### src/sv/mra_pkg.sv
`default_nettype none

package mra_pkg;

    // Field widths
    localparam int DATA_W = 64;
    localparam int CMD_W = 4;
    localparam int SLOT_W = 4;
    localparam int STATUS_W = 3;
    localparam int STATE_W = 2;
    localparam int CFG_IDX_W = 2;

    // Slot table depth and the most slots a slot field can address
    localparam int SLOT_COUNT_DEF = 16;
    localparam int SLOT_ADDR_MAX = 1 << SLOT_W;

    // Headroom is budget / 20, capped; budget / 20 never exceeds budget / 2
    localparam int HEADROOM_DIV = 20;
    // budget / 20 is the top bits of budget times this reciprocal
    localparam logic [DATA_W-1:0] HEADROOM_RECIP = 64'hCCCC_CCCC_CCCC_CCCD;
    localparam int HEADROOM_SHIFT = 68;
    localparam int HALF_W = DATA_W / 2;

    // Config write holds off items while the partial products are summed and the limit settles
    localparam int MUL_STEPS = 4;
    localparam int BUSY_START = MUL_STEPS + 2;
    localparam int BUSY_W = $clog2(BUSY_START + 1);

    typedef enum logic [CMD_W-1:0] {
        CMD_RESERVE  = 4'd0,
        CMD_GROWTH   = 4'd1,
        CMD_COMMIT   = 4'd2,
        CMD_TRANSFER = 4'd3,
        CMD_DOWNSIZE = 4'd4,
        CMD_ROLLBACK = 4'd5,
        CMD_RELEASE  = 4'd6,
        CMD_MOVE     = 4'd7,
        CMD_CLEAR    = 4'd8
    } t_cmd;

    typedef enum logic [STATE_W-1:0] {
        SS_EMPTY     = 2'd0,
        SS_RESERVED  = 2'd1,
        SS_COMMITTED = 2'd2,
        SS_RELEASED  = 2'd3
    } t_slot_state;

    typedef enum logic [STATUS_W-1:0] {
        RS_OK       = 3'd0,
        RS_ADVISORY = 3'd1,
        RS_DENIED   = 3'd2,
        RS_OVERFLOW = 3'd3,
        RS_INVALID  = 3'd4
    } t_status;

    typedef enum logic [CFG_IDX_W-1:0] {
        CFG_BUDGET    = 2'd0,
        CFG_ENFORCING = 2'd1,
        CFG_HEAD_CAP  = 2'd2
    } t_cfg_idx;

    localparam logic [DATA_W-1:0] HEAD_CAP_RESET = 64'd268435456;

endpackage

`default_nettype wire

### src/sv/mra_in_if.sv
`default_nettype none

interface mra_in_if;
    import mra_pkg::*;

    logic                valid;
    logic                ready;
    logic [CMD_W-1:0]    command;
    logic [SLOT_W-1:0]   slot;
    logic [SLOT_W-1:0]   source_slot;
    logic [DATA_W-1:0]   amount;
    logic [DATA_W-1:0]   old_amount;
    logic [DATA_W-1:0]   owner_tag;

    modport source (
        output valid, command, slot, source_slot, amount, old_amount, owner_tag,
        input  ready
    );

    modport sink (
        input  valid, command, slot, source_slot, amount, old_amount, owner_tag,
        output ready
    );

endinterface

`default_nettype wire

### src/sv/mra_out_if.sv
`default_nettype none

interface mra_out_if;
    import mra_pkg::*;

    logic                valid;
    logic                ready;
    logic [STATUS_W-1:0] status;
    logic [DATA_W-1:0]   reserved_total_out;
    logic [STATE_W-1:0]  slot_state_out;
    logic [DATA_W-1:0]   slot_bytes_out;

    modport source (
        output valid, status, reserved_total_out, slot_state_out, slot_bytes_out,
        input  ready
    );

    modport sink (
        input  valid, status, reserved_total_out, slot_state_out, slot_bytes_out,
        output ready
    );

endinterface

`default_nettype wire

### src/sv/memory_reservation_admission_core.sv
`default_nettype none

// Channel   Dir  Handshake      Payload
// i_in      in   valid/ready    command, slot, source_slot, amount, old_amount, owner_tag
// o_out     out  valid/ready    status, reserved_total_out, slot_state_out, slot_bytes_out
// i_cfg_*   in   write enable   register index, 64-bit data
//
// One item per cycle unless a stalled result or a limit refresh holds the input:
// an item is taken into the input register while the slot byte and owner
// memories are read, then is executed and lands in the result register.
// Any configuration write starts a four-step 32 x 32 multiply of the budget by
// the reciprocal of 20; items are held off after the last write until the usable
// limit is refreshed.
// Reset (synchronous, active low) empties every slot at once and clears the
// total; no clearing pass. A stalled result holds the input register.

module memory_reservation_admission_core #(
    parameter int SLOT_COUNT = mra_pkg::SLOT_COUNT_DEF
) (
    input  wire                            i_clk,
    input  wire                            i_rst_n,
    mra_in_if.sink                         i_in,
    mra_out_if.source                      o_out,
    input  wire                            i_cfg_we,
    input  wire [mra_pkg::CFG_IDX_W-1:0]   i_cfg_index,
    input  wire [mra_pkg::DATA_W-1:0]      i_cfg_data
);
    import mra_pkg::*;

    // Only slots a slot field can name get storage
    localparam int DEPTH = (SLOT_COUNT < SLOT_ADDR_MAX) ? SLOT_COUNT : SLOT_ADDR_MAX;
    localparam int IDX_W = (DEPTH > 1) ? $clog2(DEPTH) : 1;
    localparam logic [SLOT_W:0] DEPTH_L = (SLOT_W + 1)'(DEPTH);

    // Configuration and limit
    logic [DATA_W-1:0]    r_budget;
    logic                 r_enforcing;
    logic [DATA_W-1:0]    r_head_cap;
    logic [DATA_W-1:0]    r_limit;
    logic [DATA_W-1:0]    n_limit;
    logic [DATA_W-1:0]    w_headroom;

    // Headroom multiplier
    logic [BUSY_W-1:0]    r_busy_cnt;
    logic [DATA_W-1:0]    r_div_x;
    logic [2*DATA_W-1:0]  r_prod_acc;
    logic [1:0]           w_mul_sel;
    logic [HALF_W-1:0]    w_mul_a;
    logic [HALF_W-1:0]    w_mul_b;
    logic [DATA_W-1:0]    w_part;
    logic [2*DATA_W-1:0]  w_part_sh;
    logic [DATA_W-1:0]    w_quo;
    logic                 w_div_step;

    // Input register
    logic                 r_in_valid;
    t_cmd                 r_cmd;
    logic [SLOT_W-1:0]    r_slot;
    logic [SLOT_W-1:0]    r_src;
    logic [DATA_W-1:0]    r_amount;
    logic [DATA_W-1:0]    r_old_amount;
    logic [DATA_W-1:0]    r_owner_tag;

    // Slot table: state in flops, bytes and owner in memories
    t_slot_state          r_state [DEPTH];
    logic [DATA_W-1:0]    r_mem_bytes [DEPTH];
    logic [DATA_W-1:0]    r_mem_owner [DEPTH];
    logic [DATA_W-1:0]    r_rd_bytes_d;
    logic [DATA_W-1:0]    r_rd_bytes_s;
    logic [DATA_W-1:0]    r_rd_owner_d;
    logic [DATA_W-1:0]    r_rd_owner_s;
    logic                 r_byp_d;
    logic                 r_byp_s;
    logic [DATA_W-1:0]    r_byp_bytes;
    logic [DATA_W-1:0]    r_byp_owner;
    logic [DATA_W-1:0]    r_total;

    // Result register
    logic                 r_out_valid;
    t_status              r_status;
    logic [DATA_W-1:0]    r_total_out;
    t_slot_state          r_state_out;
    logic [DATA_W-1:0]    r_bytes_out;

    // Handshake
    logic                 w_busy;
    logic                 w_accept;
    logic                 w_fire;
    logic [IDX_W-1:0]     w_in_idx_d;
    logic [IDX_W-1:0]     w_in_idx_s;

    // Execute stage
    logic [IDX_W-1:0]     w_idx_d;
    logic [IDX_W-1:0]     w_idx_s;
    logic                 w_slot_ok;
    logic                 w_src_ok;
    t_slot_state          w_st_d;
    t_slot_state          w_st_s;
    logic [DATA_W-1:0]    w_bytes_d;
    logic [DATA_W-1:0]    w_bytes_s;
    logic [DATA_W-1:0]    w_owner_d;
    logic [DATA_W-1:0]    w_owner_s;
    logic [DATA_W:0]      w_sum;
    logic [DATA_W-1:0]    w_shrink;
    t_status              n_status;
    logic [DATA_W-1:0]    n_total;
    t_slot_state          n_st_d;
    logic [DATA_W-1:0]    n_bytes_d;
    logic [DATA_W-1:0]    n_owner_d;
    logic                 w_state_we_d;
    logic                 w_state_we_s;
    logic                 w_mem_we;

    // Configuration registers
    always_ff @(posedge i_clk) begin
        if (!i_rst_n) begin
            r_budget    <= '0;
            r_enforcing <= 1'b0;
            r_head_cap  <= HEAD_CAP_RESET;
        end else if (i_cfg_we) begin
            unique case (i_cfg_index)
                CFG_BUDGET:    r_budget    <= i_cfg_data;
                CFG_ENFORCING: r_enforcing <= i_cfg_data[0];
                CFG_HEAD_CAP:  r_head_cap  <= i_cfg_data;
                default: ;
            endcase
        end
    end

    // Multiply budget by the reciprocal of 20, one 32 x 32 partial product a cycle
    assign w_div_step = (r_busy_cnt > BUSY_W'(2));
    assign w_mul_sel  = 2'(r_busy_cnt - BUSY_W'(3));
    assign w_mul_a    = w_mul_sel[1] ? r_div_x[DATA_W-1:HALF_W] : r_div_x[HALF_W-1:0];
    assign w_mul_b    = w_mul_sel[0] ? HEADROOM_RECIP[DATA_W-1:HALF_W]
                                     : HEADROOM_RECIP[HALF_W-1:0];
    assign w_part     = {{HALF_W{1'b0}}, w_mul_a} * {{HALF_W{1'b0}}, w_mul_b};

    // Line the partial product up with its weight
    always_comb begin
        case (w_mul_sel)
            2'd0:    w_part_sh = {{DATA_W{1'b0}}, w_part};
            2'd3:    w_part_sh = {w_part, {DATA_W{1'b0}}};
            default: w_part_sh = {{HALF_W{1'b0}}, w_part, {HALF_W{1'b0}}};
        endcase
    end

    always_ff @(posedge i_clk) begin
        if (!i_rst_n) begin
            r_busy_cnt <= '0;
            r_prod_acc <= '0;
        end else if (i_cfg_we) begin
            r_busy_cnt <= BUSY_W'(BUSY_START);
            r_prod_acc <= '0;
        end else begin
            if (r_busy_cnt != '0) begin
                r_busy_cnt <= r_busy_cnt - BUSY_W'(1);
            end
            if (w_div_step) begin
                r_prod_acc <= r_prod_acc + w_part_sh;
            end
        end
    end

    always_ff @(posedge i_clk) begin
        if (i_cfg_we) begin
            r_div_x <= (i_cfg_index == CFG_BUDGET) ? i_cfg_data : r_budget;
        end
    end

    assign w_quo = {{(HEADROOM_SHIFT - DATA_W){1'b0}},
                    r_prod_acc[2*DATA_W-1:HEADROOM_SHIFT]};

    // Refresh the usable limit every cycle
    assign w_headroom = (w_quo > r_head_cap) ? r_head_cap : w_quo;
    assign n_limit    = r_enforcing ? (r_budget - w_headroom) : '1;

    always_ff @(posedge i_clk) begin
        if (!i_rst_n) begin
            r_limit <= '1;
        end else begin
            r_limit <= n_limit;
        end
    end

    // Handshake: execute when the result register is free or being taken
    assign w_busy     = (r_busy_cnt != '0);
    assign w_fire     = r_in_valid && (!r_out_valid || o_out.ready);
    assign i_in.ready = !w_busy && (!r_in_valid || w_fire);
    assign w_accept   = i_in.valid && i_in.ready;
    assign w_in_idx_d = i_in.slot[IDX_W-1:0];
    assign w_in_idx_s = i_in.source_slot[IDX_W-1:0];

    // Input register
    always_ff @(posedge i_clk) begin
        if (!i_rst_n) begin
            r_in_valid <= 1'b0;
        end else if (w_accept) begin
            r_in_valid <= 1'b1;
        end else if (w_fire) begin
            r_in_valid <= 1'b0;
        end
    end

    always_ff @(posedge i_clk) begin
        if (w_accept) begin
            r_cmd        <= t_cmd'(i_in.command);
            r_slot       <= i_in.slot;
            r_src        <= i_in.source_slot;
            r_amount     <= i_in.amount;
            r_old_amount <= i_in.old_amount;
            r_owner_tag  <= i_in.owner_tag;
        end
    end

    // Slot memories: one write, two registered reads
    always_ff @(posedge i_clk) begin
        if (w_fire && w_mem_we) begin
            r_mem_bytes[w_idx_d] <= n_bytes_d;
            r_mem_owner[w_idx_d] <= n_owner_d;
        end
        if (w_accept) begin
            r_rd_bytes_d <= r_mem_bytes[w_in_idx_d];
            r_rd_bytes_s <= r_mem_bytes[w_in_idx_s];
            r_rd_owner_d <= r_mem_owner[w_in_idx_d];
            r_rd_owner_s <= r_mem_owner[w_in_idx_s];
        end
    end

    // Forward a write that lands in the same cycle as the read
    always_ff @(posedge i_clk) begin
        if (w_accept) begin
            r_byp_d     <= w_fire && w_mem_we && (w_idx_d == w_in_idx_d);
            r_byp_s     <= w_fire && w_mem_we && (w_idx_d == w_in_idx_s);
            r_byp_bytes <= n_bytes_d;
            r_byp_owner <= n_owner_d;
        end
    end

    // Operand selection; an empty slot always reads as zero bytes and owner
    assign w_idx_d   = r_slot[IDX_W-1:0];
    assign w_idx_s   = r_src[IDX_W-1:0];
    assign w_slot_ok = ({1'b0, r_slot} < DEPTH_L);
    assign w_src_ok  = ({1'b0, r_src} < DEPTH_L) && (r_src != r_slot);
    assign w_st_d    = w_slot_ok ? r_state[w_idx_d] : SS_EMPTY;
    assign w_st_s    = w_src_ok ? r_state[w_idx_s] : SS_EMPTY;
    assign w_bytes_d = (w_st_d == SS_EMPTY) ? '0 : (r_byp_d ? r_byp_bytes : r_rd_bytes_d);
    assign w_owner_d = (w_st_d == SS_EMPTY) ? '0 : (r_byp_d ? r_byp_owner : r_rd_owner_d);
    assign w_bytes_s = (w_st_s == SS_EMPTY) ? '0 : (r_byp_s ? r_byp_bytes : r_rd_bytes_s);
    assign w_owner_s = (w_st_s == SS_EMPTY) ? '0 : (r_byp_s ? r_byp_owner : r_rd_owner_s);
    assign w_sum     = {1'b0, r_total} + {1'b0, r_amount};
    assign w_shrink  = w_bytes_d - r_amount;

    // Decode the command and work out the new slot and total
    always_comb begin
        n_status     = RS_INVALID;
        n_total      = r_total;
        n_st_d       = w_st_d;
        n_bytes_d    = w_bytes_d;
        n_owner_d    = w_owner_d;
        w_state_we_d = 1'b0;
        w_state_we_s = 1'b0;
        w_mem_we     = 1'b0;
        if (w_slot_ok) begin
            unique case (r_cmd)
                CMD_RESERVE, CMD_GROWTH: begin
                    if (r_amount != '0
                        && (w_st_d == SS_EMPTY || w_st_d == SS_RELEASED)
                        && (r_cmd == CMD_RESERVE || r_amount >= r_old_amount)) begin
                        n_bytes_d    = r_amount;
                        n_owner_d    = '0;
                        w_mem_we     = 1'b1;
                        w_state_we_d = 1'b1;
                        if (w_sum[DATA_W]) begin
                            n_st_d   = SS_RELEASED;
                            n_status = RS_OVERFLOW;
                        end else if (w_sum[DATA_W-1:0] > r_limit) begin
                            n_st_d   = SS_RELEASED;
                            n_status = RS_DENIED;
                        end else begin
                            n_st_d   = SS_RESERVED;
                            n_total  = w_sum[DATA_W-1:0];
                            n_status = r_enforcing ? RS_OK : RS_ADVISORY;
                        end
                    end
                end
                CMD_COMMIT: begin
                    if (w_st_d == SS_RESERVED) begin
                        n_owner_d    = r_owner_tag;
                        n_st_d       = SS_COMMITTED;
                        w_mem_we     = 1'b1;
                        w_state_we_d = 1'b1;
                        n_status     = RS_OK;
                    end
                end
                CMD_TRANSFER: begin
                    if (w_st_d == SS_RESERVED || w_st_d == SS_COMMITTED) begin
                        n_owner_d = r_owner_tag;
                        w_mem_we  = 1'b1;
                        n_status  = RS_OK;
                    end
                end
                CMD_DOWNSIZE: begin
                    if (w_st_d == SS_COMMITTED && r_amount != '0
                        && r_amount <= w_bytes_d && w_shrink <= r_total) begin
                        n_total   = r_total - w_shrink;
                        n_bytes_d = r_amount;
                        w_mem_we  = 1'b1;
                        n_status  = RS_OK;
                    end
                end
                CMD_ROLLBACK, CMD_RELEASE: begin
                    if ((w_st_d == SS_RESERVED
                         || (r_cmd == CMD_RELEASE && w_st_d == SS_COMMITTED))
                        && w_bytes_d != '0 && w_bytes_d <= r_total) begin
                        n_total      = r_total - w_bytes_d;
                        n_st_d       = SS_RELEASED;
                        w_state_we_d = 1'b1;
                        n_status     = RS_OK;
                    end
                end
                CMD_MOVE: begin
                    if (w_src_ok
                        && (w_st_d == SS_EMPTY || w_st_d == SS_RELEASED)
                        && (w_st_s == SS_RESERVED || w_st_s == SS_COMMITTED)) begin
                        n_st_d       = w_st_s;
                        n_bytes_d    = w_bytes_s;
                        n_owner_d    = w_owner_s;
                        w_mem_we     = 1'b1;
                        w_state_we_d = 1'b1;
                        w_state_we_s = 1'b1;
                        n_status     = RS_OK;
                    end
                end
                CMD_CLEAR: begin
                    n_st_d       = SS_EMPTY;
                    n_bytes_d    = '0;
                    n_owner_d    = '0;
                    w_state_we_d = 1'b1;
                    n_status     = RS_OK;
                end
                default: ;
            endcase
        end
    end

    // Commit slot state and total
    always_ff @(posedge i_clk) begin
        if (!i_rst_n) begin
            for (int i = 0; i < DEPTH; i++) begin
                r_state[i] <= SS_EMPTY;
            end
            r_total <= '0;
        end else if (w_fire) begin
            if (w_state_we_s) begin
                r_state[w_idx_s] <= SS_EMPTY;
            end
            if (w_state_we_d) begin
                r_state[w_idx_d] <= n_st_d;
            end
            r_total <= n_total;
        end
    end

    // Result register
    always_ff @(posedge i_clk) begin
        if (!i_rst_n) begin
            r_out_valid <= 1'b0;
        end else if (w_fire) begin
            r_out_valid <= 1'b1;
        end else if (o_out.ready) begin
            r_out_valid <= 1'b0;
        end
    end

    always_ff @(posedge i_clk) begin
        if (w_fire) begin
            r_status    <= n_status;
            r_total_out <= n_total;
            r_state_out <= n_st_d;
            r_bytes_out <= w_slot_ok ? n_bytes_d : '0;
        end
    end

    assign o_out.valid              = r_out_valid;
    assign o_out.status             = r_status;
    assign o_out.reserved_total_out = r_total_out;
    assign o_out.slot_state_out     = r_state_out;
    assign o_out.slot_bytes_out     = r_bytes_out;

endmodule

`default_nettype wire

### src/flat_wrapper.sv
// flat-port wrapper written by rule: the top's interface ports become plain ports
module memory_reservation_admission_core_flat import mra_pkg::*;
#(
    parameter int SLOT_COUNT = mra_pkg::SLOT_COUNT_DEF
)
  (i_clk, i_rst_n, i_cfg_we, i_cfg_index, i_cfg_data, i_in_valid, i_in_command, i_in_slot, i_in_source_slot, i_in_amount, i_in_old_amount, i_in_owner_tag, i_in_ready, o_out_valid, o_out_status, o_out_reserved_total_out, o_out_slot_state_out, o_out_slot_bytes_out, o_out_ready);
  mra_in_if i_in_i ();
  mra_out_if o_out_i ();
  input  wire i_clk;
  input  wire i_rst_n;
  input  wire i_cfg_we;
  input  wire [mra_pkg::CFG_IDX_W-1:0] i_cfg_index;
  input  wire [mra_pkg::DATA_W-1:0] i_cfg_data;
  input wire logic [$bits(i_in_i.valid)-1:0] i_in_valid;
  input wire logic [$bits(i_in_i.command)-1:0] i_in_command;
  input wire logic [$bits(i_in_i.slot)-1:0] i_in_slot;
  input wire logic [$bits(i_in_i.source_slot)-1:0] i_in_source_slot;
  input wire logic [$bits(i_in_i.amount)-1:0] i_in_amount;
  input wire logic [$bits(i_in_i.old_amount)-1:0] i_in_old_amount;
  input wire logic [$bits(i_in_i.owner_tag)-1:0] i_in_owner_tag;
  output wire logic [$bits(i_in_i.ready)-1:0] i_in_ready;
  output wire logic [$bits(o_out_i.valid)-1:0] o_out_valid;
  output wire logic [$bits(o_out_i.status)-1:0] o_out_status;
  output wire logic [$bits(o_out_i.reserved_total_out)-1:0] o_out_reserved_total_out;
  output wire logic [$bits(o_out_i.slot_state_out)-1:0] o_out_slot_state_out;
  output wire logic [$bits(o_out_i.slot_bytes_out)-1:0] o_out_slot_bytes_out;
  input wire logic [$bits(o_out_i.ready)-1:0] o_out_ready;
  assign i_in_i.valid = i_in_valid;
  assign i_in_i.command = i_in_command;
  assign i_in_i.slot = i_in_slot;
  assign i_in_i.source_slot = i_in_source_slot;
  assign i_in_i.amount = i_in_amount;
  assign i_in_i.old_amount = i_in_old_amount;
  assign i_in_i.owner_tag = i_in_owner_tag;
  assign i_in_ready = i_in_i.ready;
  assign o_out_valid = o_out_i.valid;
  assign o_out_status = o_out_i.status;
  assign o_out_reserved_total_out = o_out_i.reserved_total_out;
  assign o_out_slot_state_out = o_out_i.slot_state_out;
  assign o_out_slot_bytes_out = o_out_i.slot_bytes_out;
  assign o_out_i.ready = o_out_ready;
  memory_reservation_admission_core #(.SLOT_COUNT(SLOT_COUNT)) u_core (.i_clk(i_clk), .i_rst_n(i_rst_n), .i_in(i_in_i), .o_out(o_out_i), .i_cfg_we(i_cfg_we), .i_cfg_index(i_cfg_index), .i_cfg_data(i_cfg_data));
endmodule
### config.mk
export PLATFORM = sky130hd
export DESIGN_NAME = memory_reservation_admission_core_flat
export DESIGN_NICKNAME = d
export VERILOG_FILES = /design/src/sv/mra_pkg.sv /design/src/sv/mra_in_if.sv /design/src/sv/mra_out_if.sv /design/src/sv/memory_reservation_admission_core.sv /design/src/flat_wrapper.sv
export SDC_FILE = /design/constraint.sdc
export NUM_CORES = 2
export LEC_CHECK = 0
export BUFFER_PORTS_ARGS = -buffer_cell sky130_fd_sc_hd__clkbuf_2
export CAP_MARGIN = 20
export CORE_ASPECT_RATIO = 0.9
export CORE_MARGIN = 1.5
export CORE_UTILIZATION = 52
export DETAILED_ROUTE_END_ITERATION = 7
export PLACE_DENSITY = 0.75
export SLEW_MARGIN = 40
export SYNTH_ARGS = -nofsm -noshare
export SYNTH_HDL_FRONTEND = slang
export SYNTH_SLANG_ARGS = --single-unit
### constraint.sdc
create_clock -name i_clk -period 19.35 [get_ports i_clk]
set_input_delay 3.87 -clock i_clk [delete_from_list [all_inputs] [get_ports i_clk]]
set_output_delay 3.87 -clock i_clk [all_outputs]
set_load 0.01 [all_outputs]
==> results.md <==
- CP Class: reg -> reg
- Synth cell count leaders: 1,587 x edfxtp_1, 1,115 x inv_1, 992 x ha_1
- Inserted Clock Buffers: 210
- Final HPWL DP: between 300,000 and 400,000 microns
- Final cell utilization of the core: 0.575
- Hold_buf cts: 0
- DR WL/cell: between 30 and 40 microns
- Mapped Avg Cell Area: 11.5 sq um
- Distinct cells, synth: a little over 100
- Max Clock Freq: approximately 63 MHz
- EDFF count, synth: 1,587
- Global-route wire length before repair: between 700,000 and 800,000 microns
- FP Rows: roughly 180
- Yosys top cell by area: edfxtp_1
- WHS Endpoint: u_core.r_prod_acc[27]
- Area share of the leading cell type in the synthesized netlist: 0.357
- Crit path required time: around 20 ns
- Status: finished clean
- Tcrit/Tclk final: 0.825
- Clock Skews: between 0.1 and 0.15 ns
- Iter 0 DRT Violations: 14,028
- Share of flip-flops with an asynchronous set or reset: 0
- Die area: around 0.26 sq mm
- Layout cells sized above 1: 0.151
- Die H: 484 microns
- Remaining Overflow, GRT: 0
- Max reg flops: between 1,000 and 1,500
- Post_cts resized: 0
- Initial antenna violation count: 32
- Min-delay src: u_core.r_prod_acc[27]
- Clock latency on the worst-skew pair: roughly 0.94 ns
- Clock tree root buffer cell: clkbuf_16
- Register bank with the most flops: u_core.r_mem_bytes
- Mapped Area: 0.134 sq mm
- Crit path max fanout: 22
- Nets: between 10,000 and 15,000
- RSZ-0062 raised after global routing: false
- CP startpoint kind: flip-flop
- Vias in the first global route: between 100k and 150k
- Die width: around 540 microns
- Setup bufs post-CTS: 0
- Most frequent cell after synthesis: edfxtp_1
- DRC: 0
- I/O pin count: 410
- CTS Buffer Depth: 4
- Max stage delay on crit path: 0.86 ns
- Number of synthesized register bits: between 1,500 and 2,000
- Dominant synthesized flop cell: edfxtp_1
- Crit-path slowest cell: ha_2
- Area contributors post-synth: edfxtp_1 36%, mux4_2 11%, ha_1 9.3%, dfxtp_1 6.0%, fa_1 5.9%
- Vias: slightly above 100k
- Reg2reg setup slack: 3.38 ns
- Post-layout min period: 15.97 ns
- Routed wire length: just under 500,000 microns
- Final setup vio count: 0
- Post-route ant nets: 0
- Register area share after synthesis: 0.416
- Final Wtd Congestion: between 1 and 1.5
- Hold Path Class: reg -> reg
- Arrival @ worst endpoint: about 17 ns
- Tightest Pin Transition: 0.987 ns
- Port bufs: ~350
- Pin count of the biggest net entering global routing: between 150 and 200
- Pre-Repair DR Iteration Count: 8
- H-tree Lvls: 4
- Core Box Area: about 0.26 sq mm
- Worst Setup End Kind: flip-flop
- Synth warn: 0
- Hold Slack: ~0.46 ns
- Area delta synth->final: 9.89%
- Worst R2R Start: u_core.r_busy_cnt[0]
- Hold Vio Cnt, Final: 0
- CTS sink cnt: 1,985
- R2R Path End: u_core.r_prod_acc[126]
- Worst Reg2Reg Path Length in Cells: 46
- Setup TNS: 0 ns
- Initial cell density of the core: 0.523
- Most common cell type on the critical path: fa_1
- Slew headroom: 0.335
- Worst Hold Depth: 2
- Gr usage total: 0.370
- Post-Synthesis Cells: 11,580
- Vias per std cell: between 6 and 7
- Max-cap viol count: 0
- Slew Limit Fails: 0
- Reg clk slew, reported paths: roughly 0.06 ns
- CTS tree: built
- Largest registers: u_core.r_mem_bytes: 1024 flops, u_core.r_prod_acc: 128 flops
[how the worst max path moves through the flow]
stage,end,depth (start not counted),slack (ns),start
finish,u_core.r_prod_acc[126],46,3.38,u_core.r_busy_cnt[0]
detailed placement,u_core.r_prod_acc[122],47,3.84,u_core.r_busy_cnt[0]
floorplan,u_core.r_mem_bytes[0][0],38,4.57,flip-flop
global route,u_core.r_prod_acc[122],47,3.03,u_core.r_busy_cnt[0]
CTS,u_core.r_prod_acc[126],47,3.75,u_core.r_busy_cnt[0]
global placement,u_core.r_prod_acc[122],46,3.55,u_core.r_busy_cnt[0]
[placed cells by master (no fill, tap or decap), types with 122 or more instances in the layout]
| master | count |
|---|---|
| edfxtp_1 | 1587 |
| inv_1 | 1112 |
| ha_1 | 988 |
| nand2_1 | 819 |
| a21oi_1 | 781 |
| mux4_2 | 660 |
| nor2_1 | 635 |
| a21o_1 | 451 |
| o21ai_0 | 413 |
| dfxtp_1 | 398 |
| fa_1 | 393 |
| clkbuf_2 | 336 |
| xnor2_1 | 309 |
| mux2i_1 | 272 |
| xor2_1 | 220 |
| clkbuf_16 | 213 |
| buf_4 | 182 |
| nand4_1 | 179 |
| nor3_1 | 131 |
| nand3_1 | 122 |
[metal layers]
| layer | global-route usage | part of all wire |
|---|---|---|
| met4 | 0.207 | 0.067 |
| met2 | 0.543 | 0.43 |
| met3 | 0.103 | 0.13 |
| met5 | 0.000185 | 0.00018 |
| met1 | 0.495 | 0.38 |
[cell families (layout without fill, tap and decap cells)]
kind of cell,count (synthesis),after routing,synth area share
xor+xnor,535,535,0.0351
flops,1985,1985,0.416
mux,1048,1048,0.141
buf+inv,1676,2068,0.0473
compound gates,2511,2511,0.123
simple gates,2439,2439,0.0851
other cells,1,24,0.0000281
fa+ha+maj,1385,1385,0.152
[critical path, delay by kind of cell (launching register included)]
family / cells / cell delay, ns
AOI/OAI and AO/OA: 16 / 4.76
xor gates and xnor gates: 3 / 1.14
adders and majority gates: 11 / 5.05
buffers and inverters: 7 / 1.58
DFF: 1 / 0.33
muxes: 1 / 0.67
and+or+nand+nor: 8 / 2.25
[area by class of cell]
cell class / instances / area [sq um]
Inverter: 1119 / 4230
Tap cell: 3382 / 4230
Clock inverter: 113 / 1190
Clock buffer: 267 / 5630
Fill cell: 20568 / 109000
Antenna cell: 21 / 52.6
Multi-Input combinational cell: 7921 / 72200
Timing Repair Buffer: 569 / 3740
Sequential cell: 1985 / 55600
[metrics by stage]
step	setup WS (ns)	cell area [sq um]	instances
3_3_place_gp	3.55	139000	14966
2_1_floorplan	4.57	134000	11582
3_5_place_dp	3.84	140000	14968
5_1_grt	3.03	147000	15357
6_report	3.38	147000	15377
4_1_cts	3.75	147000	15348
Power is not shown: default switching activity piles up to over one toggle a cycle in this logic, so the estimate is an artifact.
